## src/rtl/smpq_pkg.sv

```systemverilog
// Shared types and codes for the sorted max-priority queue.
// Used by smpq_mem, smpq_ctrl and sorted_max_priority_queue; depends on nothing.
package smpq_pkg;

  // Command carried in s_axis_tuser
  typedef enum logic {
    CMD_ENQ = 1'b0,
    CMD_DEQ = 1'b1
  } cmd_t;

  // Result status carried in m_axis_tuser
  typedef enum logic [1:0] {
    ST_OK    = 2'd0,
    ST_FULL  = 2'd1,
    ST_EMPTY = 2'd2
  } status_t;

  // One queue entry as held in the memory
  typedef struct packed {
    logic signed [31:0] pri;
    logic signed [31:0] data;
  } entry_t;

  // One result beat
  typedef struct packed {
    status_t            status;
    logic signed [31:0] out_data;
    logic signed [31:0] out_priority;
    logic [4:0]         occupancy;
  } result_t;

  // Sequencer states
  typedef enum logic [2:0] {
    S_IDLE,
    S_EXEC,
    S_DEQ_OUT,
    S_WALK,
    S_DONE
  } state_t;

endpackage

```

## src/rtl/sorted_max_priority_queue.sv

```systemverilog
// Sorted max-priority queue: top level with output register and checks.
// Depends on smpq_pkg, smpq_mem and smpq_ctrl.
//
// Max-priority queue of DEPTH entries kept sorted in a circular buffer in one
// RAM. Each input beat is an enqueue or a dequeue and yields one result beat.
// An enqueue lands behind every entry of greater or equal priority, so ties
// leave in arrival order; on a full queue it is refused with status full. A
// dequeue returns the highest-priority entry or status empty. The block takes
// one beat at a time. An accepted enqueue walks back past every held entry of
// lower priority, moving one entry per cycle through the single write port and
// the single read port of the entry RAM. A result may wait in the output
// register while the next beat is accepted.
module sorted_max_priority_queue
  import smpq_pkg::*;
#(
  parameter int DEPTH = 16
) (
  input  logic        clk,
  input  logic        rst,
  input  logic        s_axis_tvalid,
  output logic        s_axis_tready,
  input  logic [63:0] s_axis_tdata,  // [31:0] data_value, [63:32] priority_value
  input  logic [0:0]  s_axis_tuser,  // [0] command
  output logic        m_axis_tvalid,
  input  logic        m_axis_tready,
  output logic [71:0] m_axis_tdata,  // [31:0] out_data, [63:32] out_priority,
                                     // [68:64] occupancy, [71:69] zero
  output logic [1:0]  m_axis_tuser   // [1:0] status
);

  localparam int AW = $clog2(DEPTH);
  localparam int CW = $clog2(DEPTH + 1);

  entry_t        in_entry;
  cmd_t          in_cmd;
  logic          res_valid;
  logic          res_take;
  result_t       res;
  result_t       out_res;
  logic          mem_we;
  logic [AW-1:0] mem_waddr;
  logic [AW-1:0] mem_raddr;
  entry_t        mem_wdata;
  entry_t        mem_rdata;

  // unpack the input beat
  assign in_entry = '{pri: s_axis_tdata[63:32], data: s_axis_tdata[31:0]};
  assign in_cmd   = cmd_t'(s_axis_tuser[0]);

  smpq_ctrl #(
    .DEPTH(DEPTH),
    .AW   (AW),
    .CW   (CW)
  ) u_ctrl (
    .clk      (clk),
    .rst      (rst),
    .in_valid (s_axis_tvalid),
    .in_ready (s_axis_tready),
    .in_cmd   (in_cmd),
    .in_entry (in_entry),
    .res_valid(res_valid),
    .res_take (res_take),
    .res      (res),
    .mem_we   (mem_we),
    .mem_waddr(mem_waddr),
    .mem_wdata(mem_wdata),
    .mem_raddr(mem_raddr),
    .mem_rdata(mem_rdata)
  );

  smpq_mem #(
    .DEPTH(DEPTH),
    .AW   (AW)
  ) u_mem (
    .clk  (clk),
    .we   (mem_we),
    .waddr(mem_waddr),
    .wdata(mem_wdata),
    .raddr(mem_raddr),
    .rdata(mem_rdata)
  );

  // output register: loads when empty or being drained
  assign res_take = res_valid && (!m_axis_tvalid || m_axis_tready);

  always_ff @(posedge clk) begin
    if (rst) begin
      m_axis_tvalid <= 1'b0;
    end else if (res_take) begin
      m_axis_tvalid <= 1'b1;
    end else if (m_axis_tready) begin
      m_axis_tvalid <= 1'b0;
    end
  end

  always_ff @(posedge clk) begin
    if (res_take) out_res <= res;
  end

  assign m_axis_tdata = {3'b000, out_res.occupancy, out_res.out_priority,
                         out_res.out_data};
  assign m_axis_tuser = out_res.status;

  // checks
  a_busy_after_accept: assert property (@(posedge clk) disable iff (rst)
    s_axis_tvalid && s_axis_tready |=> !s_axis_tready)
    else $error("sequencer took a beat while busy");

  a_refused_zero: assert property (@(posedge clk) disable iff (rst)
    m_axis_tvalid && (out_res.status != ST_OK) |->
      (out_res.out_data == '0) && (out_res.out_priority == '0))
    else $error("refused beat carries entry data");

  a_empty_occ: assert property (@(posedge clk) disable iff (rst)
    m_axis_tvalid && (out_res.status == ST_EMPTY) |-> (out_res.occupancy == '0))
    else $error("empty status with nonzero occupancy");

  a_take_only_done: assert property (@(posedge clk) disable iff (rst)
    res_take |=> !res_valid)
    else $error("result handed over twice");

endmodule

```

## src/rtl/smpq_mem.sv

```systemverilog
// Entry store: one write port and one read port with registered read data.
// Depends on smpq_pkg for entry_t.
module smpq_mem
  import smpq_pkg::*;
#(
  parameter int DEPTH = 16,
  parameter int AW    = 4
) (
  input  logic          clk,
  input  logic          we,
  input  logic [AW-1:0] waddr,
  input  entry_t        wdata,
  input  logic [AW-1:0] raddr,
  output entry_t        rdata
);

  entry_t mem [DEPTH];

  // write port
  always_ff @(posedge clk) begin
    if (we) begin
      mem[waddr] <= wdata;
    end
  end

  // registered read port
  always_ff @(posedge clk) begin
    rdata <= mem[raddr];
  end

endmodule

```

## src/rtl/smpq_ctrl.sv

```systemverilog
// Sequencer: circular buffer pointers, insertion walk with one shared compare,
// dequeue from the head. Depends on smpq_pkg and drives smpq_mem.
module smpq_ctrl
  import smpq_pkg::*;
#(
  parameter int DEPTH = 16,
  parameter int AW    = 4,
  parameter int CW    = 5
) (
  input  logic          clk,
  input  logic          rst,
  // input beat
  input  logic          in_valid,
  output logic          in_ready,
  input  cmd_t          in_cmd,
  input  entry_t        in_entry,
  // result handoff to the output register
  output logic          res_valid,
  input  logic          res_take,
  output result_t       res,
  // memory ports
  output logic          mem_we,
  output logic [AW-1:0] mem_waddr,
  output entry_t        mem_wdata,
  output logic [AW-1:0] mem_raddr,
  input  entry_t        mem_rdata
);

  localparam logic [AW-1:0] LAST_IDX = AW'(DEPTH - 1);
  localparam logic [CW-1:0] FULL_CNT = CW'(DEPTH);

  state_t        state, state_next;
  cmd_t          cmd;
  entry_t        item;
  logic [AW-1:0] head, head_next;
  logic [AW-1:0] tail, tail_next;
  logic [CW-1:0] count, count_next;
  logic [AW-1:0] wp, wp_next;      // slot being filled during the walk
  logic [CW-1:0] left, left_next;  // entries still ahead of the walk
  result_t       res_next;
  logic          move_back;

  function automatic logic [AW-1:0] ptr_inc(input logic [AW-1:0] x);
    ptr_inc = (x == LAST_IDX) ? '0 : x + 1'b1;
  endfunction

  function automatic logic [AW-1:0] ptr_dec(input logic [AW-1:0] x);
    ptr_dec = (x == '0) ? LAST_IDX : x - 1'b1;
  endfunction

  // shared compare: new entry outranks the one read
  assign move_back = (left != '0) && (item.pri > mem_rdata.pri);

  // next state
  always_comb begin
    state_next = state;
    unique case (state)
      S_IDLE: begin
        if (in_valid) state_next = S_EXEC;
      end
      S_EXEC: begin
        if (cmd == CMD_DEQ) begin
          state_next = (count == '0) ? S_DONE : S_DEQ_OUT;
        end else begin
          state_next = (count == FULL_CNT) ? S_DONE : S_WALK;
        end
      end
      S_DEQ_OUT: state_next = S_DONE;
      S_WALK: begin
        if (!move_back) state_next = S_DONE;
      end
      S_DONE: begin
        if (res_take) state_next = S_IDLE;
      end
      default: state_next = S_IDLE;
    endcase
  end

  // datapath and memory control
  always_comb begin
    head_next  = head;
    tail_next  = tail;
    count_next = count;
    wp_next    = wp;
    left_next  = left;
    res_next   = res;
    mem_we     = 1'b0;
    mem_waddr  = wp;
    mem_wdata  = item;
    mem_raddr  = ptr_dec(tail);
    in_ready   = (state == S_IDLE);
    res_valid  = (state == S_DONE);
    unique case (state)
      S_IDLE: ;
      S_EXEC: begin
        res_next = '{status: ST_OK, out_data: '0, out_priority: '0,
                     occupancy: 5'(count)};
        if (cmd == CMD_DEQ) begin
          mem_raddr = head;
          if (count == '0) res_next.status = ST_EMPTY;
        end else begin
          // read the back entry, start filling at the tail slot
          wp_next   = tail;
          left_next = count;
          if (count == FULL_CNT) res_next.status = ST_FULL;
        end
      end
      S_DEQ_OUT: begin
        head_next  = ptr_inc(head);
        count_next = count - 1'b1;
        res_next   = '{status: ST_OK, out_data: mem_rdata.data,
                       out_priority: mem_rdata.pri, occupancy: 5'(count - 1'b1)};
      end
      S_WALK: begin
        mem_we = 1'b1;
        if (move_back) begin
          // shift the lower-priority entry back, read the one before it
          mem_wdata = mem_rdata;
          wp_next   = ptr_dec(wp);
          left_next = left - 1'b1;
          mem_raddr = ptr_dec(ptr_dec(wp));
        end else begin
          tail_next  = ptr_inc(tail);
          count_next = count + 1'b1;
          res_next.occupancy = 5'(count + 1'b1);
        end
      end
      S_DONE: ;
      default: ;
    endcase
  end

  // control registers
  always_ff @(posedge clk) begin
    if (rst) begin
      state <= S_IDLE;
      head  <= '0;
      tail  <= '0;
      count <= '0;
    end else begin
      state <= state_next;
      head  <= head_next;
      tail  <= tail_next;
      count <= count_next;
    end
  end

  // payload registers
  always_ff @(posedge clk) begin
    if (state == S_IDLE && in_valid) begin
      cmd  <= in_cmd;
      item <= in_entry;
    end
    wp   <= wp_next;
    left <= left_next;
    res  <= res_next;
  end

endmodule
```

## config.mk

```make
export PLATFORM = sky130hd
export DESIGN_NAME = sorted_max_priority_queue
export DESIGN_NICKNAME = d
export VERILOG_FILES = /design/src/rtl/smpq_pkg.sv /design/src/rtl/sorted_max_priority_queue.sv /design/src/rtl/smpq_mem.sv /design/src/rtl/smpq_ctrl.sv
export SDC_FILE = /design/constraint.sdc
export NUM_CORES = 1
export LEC_CHECK = 0
export ABC_AREA = 1
export BUFFER_PORTS_ARGS = -buffer_cell sky130_fd_sc_hd__buf_2
export CAP_MARGIN = 10
export CORE_MARGIN = 2
export CORE_UTILIZATION = 30
export DETAILED_ROUTE_END_ITERATION = 16
export PLACE_DENSITY_LB_ADDON = 0.3
export SLEW_MARGIN = 20
export SYNTH_ARGS = -nofsm -noshare
export SYNTH_HDL_FRONTEND = slang
export SYNTH_HIERARCHICAL = 1
export SYNTH_SLANG_ARGS = --single-unit
```

## constraint.sdc

```tcl
create_clock -name clk -period 5.5 [get_ports clk]
set_input_delay 0.825 -clock clk [delete_from_list [all_inputs] [get_ports clk]]
set_output_delay 0.825 -clock clk [all_outputs]
set_load 0.01 [all_outputs]
```

**Yosys cells after proc, flatten, opt, wreduce, memory -nomap -nowiden**

Memory sizes are Yosys's and may differ from the RTL's. A register that Yosys moved wholly into a read port is not among the register bits.
Index checks and enable logic that the tools add are counted.

- Flip-flop bits (word level): 233
- Word-level logic and storage cells: 97
- Input bits: 69
- RAM bits: 1,024
- Output and inout port bits: 76
- Memories kept: 1

- Bitwise logic cells: 1
- Reductions and logical operators: 21
- Add/sub/neg operators: 8
- $lt $le $gt $ge: 1
- Mux-type cells: 35
- Eq/ne operators: 12

Memories:

| memory | depth | width | rd ports | clocked after memory_dff | write ports | RTL line | RTL |
|---|---|---|---|---|---|---|---|
| u_mem.mem | 16 | 64 | 1 | 1 | 1 | smpq_mem.sv:17 | `entry_t mem [DEPTH];` |

Operators by type and width:

| kind | number |
|---|---|
| 66-bit one-hot mux with 2 select lines | 1 |
| 64-bit two-way mux | 2 |
| 4-bit two-way mux | 9 |
| 32-bit > comparator | 1 |
| 5-bit one-hot mux with 2 select lines | 2 |
| 3-bit two-way mux | 6 |
| 4-bit one-hot mux with 2 select lines | 2 |
| 5-bit two-way mux | 3 |
| 3-bit one-hot mux with 5 select lines | 1 |
| 5-bit one-hot mux with 3 select lines | 1 |
| 4-bit logical NOT | 3 |
| 4-bit by 1-bit subtractor with 4-bit output (second input constant) | 3 |
| 5-bit by 1-bit subtractor with 5-bit output (second input constant) | 2 |
| 4-bit by 1-bit adder with 4-bit output (second input constant) | 2 |
| 4-bit == test (second input constant) | 2 |
| 2-bit nonzero test | 4 |
| 3-bit by 2-bit == test with 1-bit output (second input constant) | 2 |
| 1-bit two-way mux | 6 |
| 2-bit inequality test (second input constant) | 3 |
| 2-bit AND reduction | 3 |
| 3-bit AND reduction | 2 |
| 5-bit by 1-bit adder with 5-bit output (second input constant) | 1 |
| 5-bit == test (second input constant) | 1 |
| 5-bit logical NOT | 1 |
| 11 further kinds | 15 |

**Depth between registers and ports, before layout**

- Depth in word-level cells: 6
- Depth in mapped cells: 29
- Mapped depth without buffers: 25

**Modules after synthesis**

Netlist, hierarchy kept.

By module, submodules not included:

| module | times used | seq. area each (um^2) | cells an instance | area an instance (um^2) |
|---|---|---|---|---|
| smpq_mem | 1 | 32,030.7 | 4,210 | 45,285.9 |
| smpq_ctrl | 1 | 4,674.5 | 788 | 7,846.3 |
| sorted_max_priority_queue | 1 | 2,152.1 | 81 | 2,205.9 |

**Worst setup path before layout**

OpenSTA, ideal clock, no wires.

- Path kind: input to register
- Start point: input m_axis_tready
- End point: register u_ctrl.state[0]
- Path buffers: 0
- Required time: 5,443 ps
- Setup time: 57 ps
- Cell stages on the path: 6
- Slack: 460 ps
- Arrival time: 4,983 ps
- Cells stage by stage: inv_2 > a21oi_1 > nor3_1 > o31ai_1 > nand2_1 > inv_1

- Longest elaborated chain between the ends: 4

RTL lines:

| element | RTL line | RTL |
|---|---|---|
| start, declared | sorted_max_priority_queue.sv:25 | `input logic m_axis_tready,` |
| 1-bit logical OR | sorted_max_priority_queue.sv:84 | `assign res_take = res_valid && (!m_axis_tvalid \|\| m_axis_tready);` |
| 1-bit logical AND | sorted_max_priority_queue.sv:84 |  |
| via res_take | sorted_max_priority_queue.sv:37 | `logic res_take;` |
| 2-bit by 1-bit inequality test with 1-bit output (no line) | n/a |  |
| 3-bit AND reduction (no line) | n/a |  |
| end signal, assigned | smpq_ctrl.sv:141 | `state <= state_next;` |
| end, declared | smpq_ctrl.sv:32 | `state_t state, state_next;` |

The timed path passes the listed nets, and every way through them passes these cells.
A chain may end at the register's enable or synchronous reset.

**Worst setup path in the final report**

- Start point: register u_ctrl/item[34] (netlist name)
- End point: register u_mem/rdata[6] (netlist name)

- Longest elaborated chain between the ends: 4

RTL lines:

| element | RTL line | RTL |
|---|---|---|
| start, declared | smpq_ctrl.sv:34 | `entry_t item;` |
| start signal, assigned | smpq_ctrl.sv:152 | `item <= in_entry;` |
| 32-bit > comparator | smpq_ctrl.sv:52 | `assign move_back = (left != '0) && (item.pri > mem_rdata.pri);` |
| 1-bit logical AND | smpq_ctrl.sv:52 |  |
| 4-bit two-way mux | smpq_ctrl.sv:116 | `if (move_back) begin` |
| 4-bit one-hot mux with 2 select lines | smpq_ctrl.sv:93 | `unique case (state)` |
| via mem_raddr[0] | sorted_max_priority_queue.sv:42 | `logic [AW-1:0] mem_raddr;` |

The timed path passes the listed nets, and every way through them passes these cells.

==> impl_results.md <==
- Rows: 157
- Leakage: 26.19 nW
- Nets: 5,329
- Largest family of logic cells by synthesized area: simple AND/OR/NAND/NOR gates
- Clock buffer depth: 3
- Routability cong.: 0.7681
- Crit start category: register
- Cell accounting for the most synthesized area: edfxtp_1
- Syn avg cell area: 10.90 um^2
- Area delta synth->final: 15.03%
- Detail Route Antenna Nets: 0
- Compound-Gate Fraction of Synth Area: 0.01336
- Combinational share of power: 0.283
- Period utilization: 0.8502
- WS Path Type: register to register
- Clock group share of total power: 0.303
- Simple-gate share of the synthesized area: 0.1844
- Fin Clk Skew: 0.04503 ns
- Post-synthesis sequential area ratio: 0.7022
- Synth top area share: 0.6729
- Core footprint: 183,300 um^2
- P_sw: 11.02 mW
- Synthesized-area fraction occupied by adder cells: 0.01017
- DRT Pass-1 Iters: 7
- Worst Tran Pin Value: 1.131 ns
- Max-slew violations: 0
- Worst skew pair latency: 0.81 ns
- Status: finished clean
- Starting DRT DRC Count: 2,702
- Post-CTS Setup Bufs: 0
- Synth Area in XOR/XNOR: 0.001741
- Die area: 187,900 um^2
- Starting Density: 0.3019
- CP dominant cell by count: nand2_1
- Worst Setup End Kind: register
- Mux cell area share after synthesis: 0
- Peak VDD IR: 0.0005269 V
- Final HPWL DP: 73.71 mm
- Vias in the first global route: 33,830
- CTS buffer count: 145
- Layout cells sized above 1: 0.09145
- CTS clk-pin slew, worst paths: 0.06 ns
- Slowest-stage cell, CP: nor2_1
- GRT Resource Usage Total: 0.1550
- Grt met2 use: 0.2605
- Ports: 145
- Initial antenna violation count: 6
- Most frequent cell after synthesis: nand2_1
- Util after Layout: 0.3473
- Worst EP required: 6.19 ns
- Seq pwr share: 0.414
- Distinct cell type count after synthesis: 40
- CTS sink count: 1,321
- Resize count post-CTS: 0
- Worst path cell trace: ha_1, nand2_1, inv_1, nand4_1, nor2_1, a21oi_1, nand3_2, nand2_1, or2_2, nand2_4, inv_16, buf_4, nand2_1, nand2_1, nand2_1, nand3_1, nand3_1, nand2_1
- Hold-fix buffers, CTS: 0
- First-pass GRT wire length: 217.5 mm
- Chip Height: 433.5 um
- Post-synth ARST share: 0
- Cells after Synth: 5,079
- Largest cells by area after synthesis: edfxtp_1 (67%), nand2_1 (10%), nand3_1 (7.1%)
- IO Port Bufs: 141
- Filler cells: 18,130
- Setup violators final: 0
- Vias per cell: 4.521
- Met1 usage in global routing: 0.2045
- Ys flop type: edfxtp_1
- GR peak layer: met2
- Die X: 433.5 um
- Critical Path AT: 5.37 ns
- Synthesized area: 55,340 um^2
- Type of the most critical hold path: primary input to register
- CTS tree: done
- Total negative slack: 0 ns
- Clock period minus worst slack: 4.676 ns
- RSZ-0062 raised after global routing: false
- Slowest stage delay, CP: 0.52 ns
- Relative slew slack: 0.2440
- Commonest cells post-synth: nand2_1 (1,498), edfxtp_1 (1,240), inv_1 (882)
- WL final: 146.7 mm
- Met3 capacity usage during global routing: 0.02291
- GRT overflow: 0
- Routed WL per cell: 18.80 um
- H-Tree Depth: 4
- Max-cap violations: 0
- Hold Violations, Final: 0
- Number of flops mapped to enable cells by yosys: 1,240
- Post-route DRC: 0
- Synthesis-stage register bit count: 1,321
- Via count: 35,280
- Root Driver: clkbuf_16
- Sw Ratio: 0.3479
- Power per cell area: 497.7 nW/um^2
- Internal Power: 20.66 mW
- Yosys warning total: 6
- Largest net degree at the start of global routing: 191
- CP max FO: 190
- Peak Freq: 213.8 MHz
through the flow:
stage	power (mW)	std cells	setup WS, ns	cell area, um^2	hold WS, ns
after floorplan	19.46	5081	0.4604	55350	0.4003
after global placement	22.27	7531	0.9814	58830	0.4015
after detailed placement	22.35	7532	0.9845	58860	0.4045
after CTS	32.06	7800	0.9661	63610	0.1304
after global routing	33.50	7801	0.6609	63650	0.1488
final	31.68	7802	0.8237	63650	0.1927
placed cells by master, fill, tap and decap left out, types with 10 or more instances in the layout:
| master | Yosys | layout |
|---|---|---|
| dfxtp_1 | 81 | 81 |
| clkbuf_16 | 0 | 149 |
| inv_1 | 882 | 881 |
| ha_1 | 45 | 45 |
| nor2_4 | 0 | 17 |
| clkinv_2 | 0 | 21 |
| buf_12 | 0 | 31 |
| a21oi_1 | 31 | 30 |
| o21ai_2 | 0 | 13 |
| nand2_1 | 1498 | 1495 |
| nand4_1 | 10 | 10 |
| o21ai_0 | 44 | 44 |
| buf_2 | 129 | 141 |
| clkinv_1 | 1 | 27 |
| o21ai_1 | 46 | 33 |
| nor2_1 | 117 | 99 |
| nand3_1 | 787 | 787 |
| edfxtp_1 | 1240 | 1240 |
| buf_4 | 25 | 58 |
| clkbuf_1 | 30 | 40 |
metal layers:
metal / wire (um) / part of all wire
met5: 26 / 0.00018
met4: 3907 / 0.027
met3: 6848 / 0.047
met2: 70470 / 0.48
met1: 65440 / 0.45
kinds of logic (layout without fill, tap and decap cells):
group | Yosys count | in the layout
flops | 1321 | 1321
fa+ha+maj | 45 | 45
compound gates | 138 | 138
simple gates | 2431 | 2431
xor+xnor | 11 | 11
other cells | 1 | 5
buf+inv | 1132 | 1387
power groups by stage:
stage	logic (mW)	clock network, mW	registers (mW)
after floorplan	6.24	0	13.2
after global placement	8.94	0	13.3
after detailed placement	9.01	0	13.3
after CTS	9.05	9.87	13.1
after global routing	10.0	10.3	13.2
final	8.96	9.61	13.1
worst max-delay path, delay by kind of cell, from the launching register on:
| kind | cells | cell delay [ns] |
|---|---|---|
| compound gates | 1 | 0.24 |
| fa+ha+maj | 1 | 0.34 |
| buf+inv | 3 | 0.80 |
| flops | 1 | 0.51 |
| simple gates | 13 | 2.43 |
path summary, 6_finish.rpt:
check / startpoint / to / slack [ns] / depth (start not counted)
max: u_ctrl/item[34]$_DFFE_PP_ / u_mem/rdata[6]$_DFF_P_ / 0.82 / 18
min: s_axis_tdata[8] / u_ctrl/item[8]$_DFFE_PP_ / 0.19 / 1
max reg2reg: u_ctrl/item[34]$_DFFE_PP_ / u_mem/rdata[6]$_DFF_P_ / 0.82 / 18
min reg2reg: u_ctrl/res[14]$_SDFFCE_PN0P_ / m_axis_tdata[41]$_DFFE_PP_ / 0.41 / 0
registers in the layout, indices dropped and copies added (netlist names):
| register | cells |
|---|---|
| u_mem/mem | 1024 |
| u_ctrl/res | 71 |
| m_axis_tdata | 69 |
| u_ctrl/item | 64 |
| u_mem/rdata | 64 |
| u_ctrl/count | 5 |
| u_ctrl/left | 5 |
| u_ctrl/head | 4 |
| u_ctrl/mem_waddr | 4 |
| u_ctrl/tail | 4 |
| u_ctrl/state | 3 |
| m_axis_tuser | 2 |
| m_axis_tvalid | 1 |
| u_ctrl/cmd | 1 |
cell type report:
class	instances	area, um^2	share of cell area
diodes	2	5.005	0.00007862
multi-input cells	2628	11830	0.1858
inverters	889	3373	0.05299
clock inverters	72	772.0	0.01213
clock buffers	196	3975	0.06245
flip-flops and latches	1321	38860	0.6104
repair buffers	230	1762	0.02768
well taps	2464	3083	0.04843
(Power assumes the default switching activity.)
